`config.mk`:
```
export PLATFORM = sky130hd
export DESIGN_NAME = h264_rtp_fua_packetizer_flat
export DESIGN_NICKNAME = d
export VERILOG_FILES = /design/src/h264fua_pkg.sv /design/src/h264fua_if.sv /design/src/h264fua_ctl.sv /design/src/h264fua_emit.sv /design/src/h264_rtp_fua_packetizer.sv /design/src/flat_wrapper.sv
export SDC_FILE = /design/constraint.sdc
export NUM_CORES = 1
export LEC_CHECK = 0
export BUFFER_PORTS_ARGS = -buffer_cell sky130_fd_sc_hd__buf_2
export CORE_ASPECT_RATIO = 1.75
export CORE_UTILIZATION = 35
export CTS_CLUSTER_DIAMETER = 150
export DETAILED_ROUTE_END_ITERATION = 10
export GPL_ROUTABILITY_DRIVEN = 0
export PLACE_DENSITY = 0.57
export SLEW_MARGIN = 10
export SYNTH_ARGS = -nofsm -noshare
export SYNTH_HDL_FRONTEND = slang
export SYNTH_SLANG_ARGS = --single-unit
```
`constraint.sdc`:
```
create_clock -name clk -period 6.1 [get_ports clk]
set_clock_uncertainty 0.05 [all_clocks]
set_input_delay 0.61 -clock clk [delete_from_list [all_inputs] [get_ports clk]]
set_output_delay 0.61 -clock clk [all_outputs]
set_load 0.01 [all_outputs]
```
`src/h264fua_pkg.sv`:
```
`default_nettype none

package h264fua_pkg;

    // Configuration register indexes.
    localparam logic [1:0] REG_SSRC_ID      = 2'd0;
    localparam logic [1:0] REG_PAYLOAD_TYPE = 2'd1;
    localparam logic [1:0] REG_MAX_PAYLOAD  = 2'd2;

    localparam logic [31:0] SSRC_RESET = 32'd0;
    localparam logic [6:0]  PT_RESET   = 7'd96;
    localparam logic [10:0] MAXP_RESET = 11'd1024;

    // RTP and FU-A header constants.
    localparam logic [7:0] RTP_V2    = 8'h80;
    localparam logic [7:0] FU_A_TYPE = 8'd28;
    localparam logic [7:0] NRI_MASK  = 8'hE0;
    localparam logic [7:0] TYPE_MASK = 8'h1F;
    localparam logic [7:0] FU_S_BIT  = 8'h80;
    localparam logic [7:0] FU_E_BIT  = 8'h40;

    // Number of bytes in each kind of output burst.
    localparam logic [3:0] CNT_DATA_ONLY   = 4'd1;
    localparam logic [3:0] CNT_HEADER_ONLY = 4'd13;
    localparam logic [3:0] CNT_SINGLE      = 4'd14;
    localparam logic [3:0] CNT_FU_A        = 4'd15;

    localparam int JOB_BYTES = 15;

    // One burst of packet bytes, element 0 goes out first.
    typedef struct packed {
        logic                         load;
        logic [3:0]                   count;
        logic                         first;
        logic                         last;
        logic [JOB_BYTES-1:0][7:0]    bytes;
    } job_t;

    function automatic logic [11:0][7:0] rtp_header(
        input logic        marker,
        input logic [6:0]  pt,
        input logic [15:0] seq,
        input logic [31:0] ts,
        input logic [31:0] ssrc
    );
        logic [11:0][7:0] h;
        h[0]  = RTP_V2;
        h[1]  = {marker, pt};
        h[2]  = seq[15:8];
        h[3]  = seq[7:0];
        h[4]  = ts[31:24];
        h[5]  = ts[23:16];
        h[6]  = ts[15:8];
        h[7]  = ts[7:0];
        h[8]  = ssrc[31:24];
        h[9]  = ssrc[23:16];
        h[10] = ssrc[15:8];
        h[11] = ssrc[7:0];
        return h;
    endfunction

endpackage

`default_nettype wire

```
`src/h264fua_if.sv`:
```
`default_nettype none

interface h264fua_nal_if;
    logic        valid;
    logic        ready;
    logic [7:0]  nal_byte;
    logic        nal_start;
    logic [15:0] nal_length;
    logic [31:0] frame_time;

    modport source (output valid, nal_byte, nal_start, nal_length, frame_time, input ready);
    modport sink   (input valid, nal_byte, nal_start, nal_length, frame_time, output ready);
endinterface

interface h264fua_pkt_if;
    logic       valid;
    logic       ready;
    logic [7:0] pkt_byte;
    logic       pkt_first;
    logic       pkt_last;

    modport source (output valid, pkt_byte, pkt_first, pkt_last, input ready);
    modport sink   (input valid, pkt_byte, pkt_first, pkt_last, output ready);
endinterface

interface h264fua_cfg_if;
    logic        valid;
    logic        ready;
    logic [1:0]  index;
    logic [31:0] data;

    modport source (output valid, index, data, input ready);
    modport sink   (input valid, index, data, output ready);
endinterface

`default_nettype wire

```
`src/h264fua_ctl.sv`:
```
`default_nettype none

module h264fua_ctl
    import h264fua_pkg::*;
#(
    parameter int MAX_PACKET_BYTES = 1040
)
(
    input  wire logic        clk,
    input  wire logic        rst_n,
    input  wire logic        accept,
    input  wire logic [7:0]  nal_byte,
    input  wire logic        nal_start,
    input  wire logic [15:0] nal_length,
    input  wire logic [31:0] frame_time,
    input  wire logic [31:0] ssrc_id,
    input  wire logic [6:0]  payload_type,
    input  wire logic [10:0] max_payload,
    output job_t             job
);

    localparam logic [10:0] LIM = 11'(MAX_PACKET_BYTES - 16);

    logic [15:0] seq_counter_reg, seq_counter_next;
    logic [7:0]  nal_header_reg, nal_header_next;
    logic [15:0] bytes_left_reg, bytes_left_next;
    logic [10:0] chunk_fill_reg, chunk_fill_next;
    logic [31:0] held_time_reg, held_time_next;
    logic        first_fragment_reg, first_fragment_next;
    logic        single_mode_reg, single_mode_next;

    logic [10:0] mp;
    logic        last_chunk;
    logic        end_chunk;

    // Effective chunk size: clamp to one and to the packet limit.
    always_comb
    begin
        if (max_payload == 11'd0)
        begin
            mp = 11'd1;
        end
        else if (max_payload > LIM)
        begin
            mp = LIM;
        end
        else
        begin
            mp = max_payload;
        end
    end

    assign last_chunk = single_mode_reg || (bytes_left_reg <= {5'd0, mp});
    assign end_chunk  = (bytes_left_reg == 16'd1)
                     || (!single_mode_reg && (({1'b0, chunk_fill_reg} + 12'd1) >= {1'b0, mp}));

    always_comb
    begin
        seq_counter_next    = seq_counter_reg;
        nal_header_next     = nal_header_reg;
        bytes_left_next     = bytes_left_reg;
        chunk_fill_next     = chunk_fill_reg;
        held_time_next      = held_time_reg;
        first_fragment_next = first_fragment_reg;
        single_mode_next    = single_mode_reg;
        job                 = '0;

        if (accept)
        begin
            if (nal_start)
            begin
                nal_header_next     = nal_byte;
                held_time_next      = frame_time;
                chunk_fill_next     = 11'd0;
                first_fragment_next = 1'b1;
                if (nal_length <= 16'd1)
                begin
                    // A NAL made of its header alone goes out at once.
                    bytes_left_next     = 16'd0;
                    single_mode_next    = 1'b1;
                    first_fragment_next = 1'b0;
                    seq_counter_next    = seq_counter_reg + 16'd1;
                    job.load            = 1'b1;
                    job.count           = CNT_HEADER_ONLY;
                    job.first           = 1'b1;
                    job.last            = 1'b1;
                    job.bytes[11:0]     = rtp_header(1'b1, payload_type, seq_counter_reg,
                                                     frame_time, ssrc_id);
                    job.bytes[12]       = nal_byte;
                end
                else
                begin
                    bytes_left_next  = nal_length - 16'd1;
                    single_mode_next = (nal_length - 16'd1) <= {5'd0, mp};
                end
            end
            else if (bytes_left_reg != 16'd0)
            begin
                job.load        = 1'b1;
                job.last        = end_chunk;
                bytes_left_next = bytes_left_reg - 16'd1;
                chunk_fill_next = end_chunk ? 11'd0 : chunk_fill_reg + 11'd1;
                if (chunk_fill_reg == 11'd0)
                begin
                    seq_counter_next    = seq_counter_reg + 16'd1;
                    first_fragment_next = 1'b0;
                    job.first           = 1'b1;
                    job.bytes[11:0]     = rtp_header(last_chunk, payload_type, seq_counter_reg,
                                                     held_time_reg, ssrc_id);
                    if (single_mode_reg)
                    begin
                        job.count     = CNT_SINGLE;
                        job.bytes[12] = nal_header_reg;
                        job.bytes[13] = nal_byte;
                    end
                    else
                    begin
                        job.count     = CNT_FU_A;
                        job.bytes[12] = FU_A_TYPE | (nal_header_reg & NRI_MASK);
                        job.bytes[13] = (first_fragment_reg ? FU_S_BIT : 8'h00)
                                      | (last_chunk ? FU_E_BIT : 8'h00)
                                      | (nal_header_reg & TYPE_MASK);
                        job.bytes[14] = nal_byte;
                    end
                end
                else
                begin
                    job.count    = CNT_DATA_ONLY;
                    job.bytes[0] = nal_byte;
                end
            end
        end
    end

    always_ff @(posedge clk or negedge rst_n)
    begin
        if (!rst_n)
        begin
            seq_counter_reg    <= '0;
            nal_header_reg     <= '0;
            bytes_left_reg     <= '0;
            chunk_fill_reg     <= '0;
            held_time_reg      <= '0;
            first_fragment_reg <= 1'b1;
            single_mode_reg    <= 1'b0;
        end
        else
        begin
            seq_counter_reg    <= seq_counter_next;
            nal_header_reg     <= nal_header_next;
            bytes_left_reg     <= bytes_left_next;
            chunk_fill_reg     <= chunk_fill_next;
            held_time_reg      <= held_time_next;
            first_fragment_reg <= first_fragment_next;
            single_mode_reg    <= single_mode_next;
        end
    end

    // The sequence number moves only when a packet header is issued.
    assert property (@(posedge clk) disable iff (!rst_n)
        (seq_counter_reg != $past(seq_counter_reg)) |-> $past(job.load && job.first))
        else $error("sequence number changed without a packet header");

    // A stray payload byte with nothing outstanding produces no output.
    assert property (@(posedge clk) disable iff (!rst_n)
        (accept && !nal_start && bytes_left_reg == 16'd0) |-> !job.load)
        else $error("stray payload byte produced output");

endmodule

`default_nettype wire

```
`src/h264fua_emit.sv`:
```
`default_nettype none

module h264fua_emit
    import h264fua_pkg::*;
(
    input  wire logic     clk,
    input  wire logic     rst_n,
    input  job_t          job,
    output logic          free,
    h264fua_pkt_if.source pkt
);

    logic [JOB_BYTES-1:0][7:0] sh_reg, sh_next;
    logic [3:0]                cnt_reg, cnt_next;
    logic                      first_reg, first_next;
    logic                      last_reg, last_next;
    logic                      pop;
    logic                      load;

    assign pop  = pkt.valid && pkt.ready;
    assign free = (cnt_reg == 4'd0) || ((cnt_reg == 4'd1) && pkt.ready);
    assign load = job.load && free;

    assign pkt.valid     = (cnt_reg != 4'd0);
    assign pkt.pkt_byte  = sh_reg[0];
    assign pkt.pkt_first = first_reg;
    assign pkt.pkt_last  = last_reg && (cnt_reg == 4'd1);

    always_comb
    begin
        sh_next    = sh_reg;
        cnt_next   = cnt_reg;
        first_next = first_reg;
        last_next  = last_reg;
        if (load)
        begin
            sh_next    = job.bytes;
            cnt_next   = job.count;
            first_next = job.first;
            last_next  = job.last;
        end
        else if (pop)
        begin
            sh_next    = {8'h00, sh_reg[JOB_BYTES-1:1]};
            cnt_next   = cnt_reg - 4'd1;
            first_next = 1'b0;
        end
    end

    always_ff @(posedge clk)
    begin
        sh_reg <= sh_next;
    end

    always_ff @(posedge clk or negedge rst_n)
    begin
        if (!rst_n)
        begin
            cnt_reg   <= '0;
            first_reg <= 1'b0;
            last_reg  <= 1'b0;
        end
        else
        begin
            cnt_reg   <= cnt_next;
            first_reg <= first_next;
            last_reg  <= last_next;
        end
    end

    // A burst that opens a packet shows the RTP version byte next.
    assert property (@(posedge clk) disable iff (!rst_n)
        (load && job.first) |=> (pkt.valid && pkt.pkt_first && pkt.pkt_byte == RTP_V2))
        else $error("packet did not open with the RTP version byte");

    // Once the closing byte leaves with nothing new loaded, the output goes quiet.
    assert property (@(posedge clk) disable iff (!rst_n)
        (pop && pkt.pkt_last && !job.load) |=> !pkt.valid)
        else $error("output stayed valid after the last packet byte");

endmodule

`default_nettype wire

```
`src/h264_rtp_fua_packetizer.sv`:
```
// A NAL byte accepted at a clock edge shows its first output byte in the cycle after.
// Throughput: one NAL byte per cycle while the receiver is ready; a byte that opens a packet
// holds the input for its burst (13 to 15 bytes), set by the single output shift register.
// Reset (rst_n, asynchronous, active low) clears the sequence number and NAL state,
// empties the output register and returns the configuration to its reset values.
`default_nettype none

module h264_rtp_fua_packetizer
    import h264fua_pkg::*;
#(
    parameter int MAX_PACKET_BYTES = 1040
)
(
    input  wire logic     clk,
    input  wire logic     rst_n,
    h264fua_nal_if.sink   nal,
    h264fua_pkt_if.source pkt,
    h264fua_cfg_if.sink   cfg
);

    // Configuration registers. The user must write them only while the block is idle; the block
    // itself does not enforce this, and the packet header logic reads them directly.
    logic [31:0] ssrc_id_reg;
    logic [6:0]  payload_type_reg;
    logic [10:0] max_payload_reg;

    job_t job;
    logic free;
    logic accept;

    assign cfg.ready = 1'b1;

    always_ff @(posedge clk or negedge rst_n)
    begin
        if (!rst_n)
        begin
            ssrc_id_reg      <= SSRC_RESET;
            payload_type_reg <= PT_RESET;
            max_payload_reg  <= MAXP_RESET;
        end
        else if (cfg.valid)
        begin
            case (cfg.index)
                REG_SSRC_ID:      ssrc_id_reg      <= cfg.data;
                REG_PAYLOAD_TYPE: payload_type_reg <= cfg.data[6:0];
                REG_MAX_PAYLOAD:  max_payload_reg  <= cfg.data[10:0];
                default:          ;
            endcase
        end
    end

    // A new NAL byte is taken whenever the output register is empty or is
    // handing over its final byte in this cycle. Bytes that produce no output
    // (the NAL header byte, stray bytes) follow the same rule.
    assign nal.ready = free;
    assign accept    = nal.valid && free;

    // The control stage owns the per-NAL state and builds each output burst (RTP header,
    // then the NAL header or the FU indicator and FU header where needed, then the byte).
    h264fua_ctl #(
        .MAX_PACKET_BYTES (MAX_PACKET_BYTES)
    ) u_ctl (
        .clk          (clk),
        .rst_n        (rst_n),
        .accept       (accept),
        .nal_byte     (nal.nal_byte),
        .nal_start    (nal.nal_start),
        .nal_length   (nal.nal_length),
        .frame_time   (nal.frame_time),
        .ssrc_id      (ssrc_id_reg),
        .payload_type (payload_type_reg),
        .max_payload  (max_payload_reg),
        .job          (job)
    );

    // The emitter registers the burst and shifts it out one byte per request.
    h264fua_emit u_emit (
        .clk   (clk),
        .rst_n (rst_n),
        .job   (job),
        .free  (free),
        .pkt   (pkt)
    );

endmodule

`default_nettype wire

```
`src/flat_wrapper.sv`:
```
// flat-port wrapper written by rule: the top's interface ports become plain ports
module h264_rtp_fua_packetizer_flat import h264fua_pkg::*;
#(
    parameter int MAX_PACKET_BYTES = 1040
)
  (clk, rst_n, nal_valid, nal_nal_byte, nal_nal_start, nal_nal_length, nal_frame_time, nal_ready, pkt_valid, pkt_pkt_byte, pkt_pkt_first, pkt_pkt_last, pkt_ready, cfg_valid, cfg_index, cfg_data, cfg_ready);
  h264fua_nal_if nal_i ();
  h264fua_pkt_if pkt_i ();
  h264fua_cfg_if cfg_i ();
  input  wire logic clk;
  input  wire logic rst_n;
  input wire logic [$bits(nal_i.valid)-1:0] nal_valid;
  input wire logic [$bits(nal_i.nal_byte)-1:0] nal_nal_byte;
  input wire logic [$bits(nal_i.nal_start)-1:0] nal_nal_start;
  input wire logic [$bits(nal_i.nal_length)-1:0] nal_nal_length;
  input wire logic [$bits(nal_i.frame_time)-1:0] nal_frame_time;
  output wire logic [$bits(nal_i.ready)-1:0] nal_ready;
  output wire logic [$bits(pkt_i.valid)-1:0] pkt_valid;
  output wire logic [$bits(pkt_i.pkt_byte)-1:0] pkt_pkt_byte;
  output wire logic [$bits(pkt_i.pkt_first)-1:0] pkt_pkt_first;
  output wire logic [$bits(pkt_i.pkt_last)-1:0] pkt_pkt_last;
  input wire logic [$bits(pkt_i.ready)-1:0] pkt_ready;
  input wire logic [$bits(cfg_i.valid)-1:0] cfg_valid;
  input wire logic [$bits(cfg_i.index)-1:0] cfg_index;
  input wire logic [$bits(cfg_i.data)-1:0] cfg_data;
  output wire logic [$bits(cfg_i.ready)-1:0] cfg_ready;
  assign nal_i.valid = nal_valid;
  assign nal_i.nal_byte = nal_nal_byte;
  assign nal_i.nal_start = nal_nal_start;
  assign nal_i.nal_length = nal_nal_length;
  assign nal_i.frame_time = nal_frame_time;
  assign nal_ready = nal_i.ready;
  assign pkt_valid = pkt_i.valid;
  assign pkt_pkt_byte = pkt_i.pkt_byte;
  assign pkt_pkt_first = pkt_i.pkt_first;
  assign pkt_pkt_last = pkt_i.pkt_last;
  assign pkt_i.ready = pkt_ready;
  assign cfg_i.valid = cfg_valid;
  assign cfg_i.index = cfg_index;
  assign cfg_i.data = cfg_data;
  assign cfg_ready = cfg_i.ready;
  h264_rtp_fua_packetizer #(.MAX_PACKET_BYTES(MAX_PACKET_BYTES)) u_core (.clk(clk), .rst_n(rst_n), .nal(nal_i), .pkt(pkt_i), .cfg(cfg_i));
endmodule
```
==> run summary <==
The sequential-to-total area share from yosys stat came out at 54.9%. The arrival time reported for the critical path endpoint came out at 4.28 ns. The min-delay analysis places its worst path in the category in2async. The cell sitting at the root of the clock tree is a sky130_fd_sc_hd__clkbuf_16.

The share of total power in combinational logic came out at 29.1%. The mean instance size in the synthesized netlist is 10.3 sq um. In the final design database the tool counted 1477 nets. The max capacitance violation total came out at 0. The achievable clock frequency is 244 MHz. The number of antenna violations at the first check in global routing is 3. The H-tree depth reported by CTS is 1.

The class of the most critical setup path is reg2reg. The flip-flop count of the largest register after layout came out at 112. The proportion of power drawn by flip-flops and latches came out at 46.7%.

The largest net degree at the start of global routing is 96. After detailed routing, the average wire length per cell comes to 19.2 um. The number of synthesized register bits is 261. The switching component of the power came out at 2.23 mW. The clock reaches the later pin of the worst-skew pair after 0.53 ns.

The portion of the clock cycle consumed by the worst path in the final layout came out at 67.1%. The antenna violation net count after detailed routing is 0. The total via count after detailed routing is 9593. The count of synthesis-stage warnings from yosys is 0. The proportion of total power due to net switching is 35.4%. The detailed router finished its first iteration with 490 violations. The hold buffer count at CTS came out at 0.

The width of the chip is 148 um. The synthesized cell area is 0.0130 sq mm. The leakage power figure is 6.38 nW. The first-pass GRT wire length is 55200 um. The count of final hold-check violations came out at 0.

The quantity of I/O buffers inserted on ports is 107. Of the cells placed in the final design, the portion with a size suffix greater than 1 is 17.2%. The transition time at the pin with the least slew margin came out at 1.04 ns. In the post-synthesis netlist, the biggest area contributors are sky130_fd_sc_hd__edfxtp_1 28%, sky130_fd_sc_hd__dfrtp_1 26%, sky130_fd_sc_hd__nand2_1 9.8%. The detailed-routing iteration count for the pre-antenna-repair pass came out at 5. The largest total area in the synthesized netlist belongs to sky130_fd_sc_hd__edfxtp_1. The initial utilization of the core area, before any placement, comes to 35.5%. Counting distinct cell types in the post-synthesis netlist gives 68.

During I/O placement, the number of pins put on the boundary was 109. For the worst flop-to-flop path, the logic depth is 9. The final count of negative-setup-slack endpoints is 0. The worst setup path is captured at a register.

The sum of internal, switching and leakage power came out at 6.31 mW. The number of max-slew violations in the final report is 0. The all-layer global routing usage is 18.9%.

The die height came out at 257 um. The clock-pin slew on the worst setup and hold paths is 0.06 ns. The total clock sinks came out at 261.

The number of synthesized flops with an enable pin is 120. In the final timing run, aggregate negative setup slack is 0 ns. The flow ran to the end, and the final reports show no timing, DRC or antenna violations. The number of buffers on the longest clock path is 3. The clock network is responsible for 24.2% of the overall power. The number of instances in the synthesized netlist came out at 1263. The power density over the cells is 431 mW/mm^2. The share of flip-flops with an asynchronous set or reset after synthesis came out at 54.0%.

The die area came out at 0.0380 sq mm. Setup repair after global routing left no endpoint under its margin. 0 antenna diodes ended up in the layout.

STA puts the critical path data required time at 6.28 ns. The internal power of the cells totals 4.08 mW. The clock buffer count from CTS is 25. The core footprint came out at 0.0367 sq mm. Leaving out fill and tap cells, the most frequent cell in the layout is sky130_fd_sc_hd__nand2_1. The largest vdd supply drop came out at 0.171 mV.

The CTS tree is done. The most used flip-flop cell after synthesis is sky130_fd_sc_hd__dfrtp_1. The via count of the first global-routing pass came out at 9871.

The relative max-transition margin came out at 30.4%. In this run the core area contains 93 standard-cell rows. The sum of overflow across all layers after global routing is 0. Along the worst path, the maximum fanout reaches 95. In the routed layout, each cell is associated on average with a via count of 5.24. The detailed-route DRC error count came out at 0. The routed wire length came out at 35200 um. The worst setup path is launched from a register. Synthesis produced a netlist with a net count of 1401.

The number of instances resized during post-cts repair came out at 0. The final critical path time including I/O delays and setup is 4.09 ns. The area added between synthesis and finish is 12.7%. Of the post-synthesis cell area, the dominant cell type holds 27.7%.

Leaving out fill and tap cells, the most frequent cells in the layout are 337 x sky130_fd_sc_hd__nand2_1, 137 x sky130_fd_sc_hd__dfrtp_1, 120 x sky130_fd_sc_hd__edfxtp_1. Once detailed placement completed, the half-perimeter wirelength came to 25200 um. Once the clock tree was built, the setup fixing pass inserted 0 buffers.
-- per-layer routing --
metal	up-vias	global-route usage, %	share of wire [%]
met5	-	0	0.062
met4	4	7.22	3.4
met3	68	2.06	3.6
met2	217	36.1	55
met1	4699	20.9	38
li1	4605	-	-
-- critical path: stages, from the launching register on --
cell                      delay (ns)
sky130_fd_sc_hd__dfrtp_1        0.43
sky130_fd_sc_hd__inv_1          0.11
sky130_fd_sc_hd__ha_1           0.21
sky130_fd_sc_hd__or3b_1         0.45
sky130_fd_sc_hd__nor4_4         0.49
sky130_fd_sc_hd__nor2_2         0.29
sky130_fd_sc_hd__nor2_8         0.18
sky130_fd_sc_hd__buf_4          0.50
sky130_fd_sc_hd__buf_4          0.78
sky130_fd_sc_hd__o21ai_0        0.24
-- cell type report --
cell class	instances	area (sq um)
Clock buffer	28	637
Clock inverter	17	138
Fill cell	3613	22000
Inverter	18	67.6
Multi-Input combinational cell	911	5430
Sequential cell	261	7140
Tap cell	475	594
Timing Repair Buffer	122	654
-- logic make-up after synthesis --
| group | synth area share [%] |
|---|---|
| buffers and inverters | 3.55 |
| multiplexers | 4.96 |
| XOR/XNOR | 2.42 |
| other | 0.0288 |
| AND/OR/NAND/NOR | 20.1 |
| adder cells (fa/ha/maj) | 4.04 |
| flip-flops | 54.9 |
| AO/OA/AOI/OAI | 9.97 |
-- synth_stat cells (4+ instances only) --
library cell / number
sky130_fd_sc_hd__inv_1: 17
sky130_fd_sc_hd__buf_2: 13
sky130_fd_sc_hd__a22o_1: 7
sky130_fd_sc_hd__nor3b_1: 5
sky130_fd_sc_hd__and3_1: 4
sky130_fd_sc_hd__nand4_1: 14
sky130_fd_sc_hd__mux2i_1: 7
sky130_fd_sc_hd__a22oi_1: 41
sky130_fd_sc_hd__a32oi_1: 4
sky130_fd_sc_hd__a21o_1: 12
sky130_fd_sc_hd__or4_1: 4
sky130_fd_sc_hd__o21a_1: 4
sky130_fd_sc_hd__buf_1: 6
sky130_fd_sc_hd__o21ai_1: 19
sky130_fd_sc_hd__nor2_1: 52
sky130_fd_sc_hd__clkbuf_1: 34
sky130_fd_sc_hd__dfstp_2: 4
sky130_fd_sc_hd__a31oi_1: 6
sky130_fd_sc_hd__mux2_2: 50
sky130_fd_sc_hd__or3_1: 4
sky130_fd_sc_hd__and2_1: 11
sky130_fd_sc_hd__buf_4: 9
sky130_fd_sc_hd__nand3_1: 75
sky130_fd_sc_hd__buf_6: 9
sky130_fd_sc_hd__dfrtp_1: 137
sky130_fd_sc_hd__ha_1: 42
sky130_fd_sc_hd__o211ai_1: 7
sky130_fd_sc_hd__nand2b_1: 9
sky130_fd_sc_hd__nor4_1: 9
sky130_fd_sc_hd__nor3_1: 22
sky130_fd_sc_hd__a21oi_1: 25
sky130_fd_sc_hd__xor2_1: 17
sky130_fd_sc_hd__o31ai_1: 6
sky130_fd_sc_hd__xnor2_1: 19
sky130_fd_sc_hd__edfxtp_1: 120
sky130_fd_sc_hd__or2_2: 8
sky130_fd_sc_hd__nand3b_1: 6
sky130_fd_sc_hd__nand2_1: 338
sky130_fd_sc_hd__o21ai_0: 46
-- through the flow --
step | cell area (sq um) | cells | utilization [%] | setup slack [ns] | hold WS (ns)
after global placement | 13900 | 1787 | 37.9 | 2.17 | 0.407
after CTS | 14700 | 1832 | 40.0 | 2.02 | 0.0930
after global routing | 14700 | 1832 | 40.0 | 1.68 | 0.120
final | 14700 | 1832 | 40.0 | 2.01 | 0.0567
after floorplan | 13000 | 1263 | - | 0.889 | 0.264
after detailed placement | 13900 | 1787 | 37.9 | 2.02 | 0.413
-- path summary, 6_finish.rpt --
path,from,end,slack [ns]
setup reg to reg,u_core.u_ctl.bytes_left_reg[0]$_DFFE_PN0P_,u_core.u_emit.sh_reg[44]$_DFFE_PP_,2.01
max in group asynchronous,rst_n,u_core.ssrc_id_reg[27]$_DFFE_PN0P_,4.59
hold / removal,rst_n,u_core.u_ctl.bytes_left_reg[15]$_DFFE_PN0P_,0.06
hold reg to reg,u_core.u_ctl.held_time_reg[29]$_DFFE_PN0P_,u_core.u_ctl.held_time_reg[29]$_DFFE_PN0P_,0.43
min in group clk,nal_frame_time[5],u_core.u_ctl.held_time_reg[5]$_DFFE_PN0P_,0.24
setup / recovery,u_core.u_ctl.bytes_left_reg[0]$_DFFE_PN0P_,u_core.u_emit.sh_reg[44]$_DFFE_PP_,2.01
-- power by group through the flow --
| stage | Clock, mW | Sequential [mW] | Combinational [mW] |
|---|---|---|---|
| finish | 1.53 | 2.95 | 1.84 |
| global route | 1.62 | 3.01 | 2.09 |
| CTS | 1.56 | 2.96 | 1.86 |
| detailed placement | 0 | 2.98 | 1.85 |
| global placement | 0 | 2.98 | 1.79 |
| floorplan | 0 | 2.85 | 1.36 |
(Power assumes the default switching activity.)
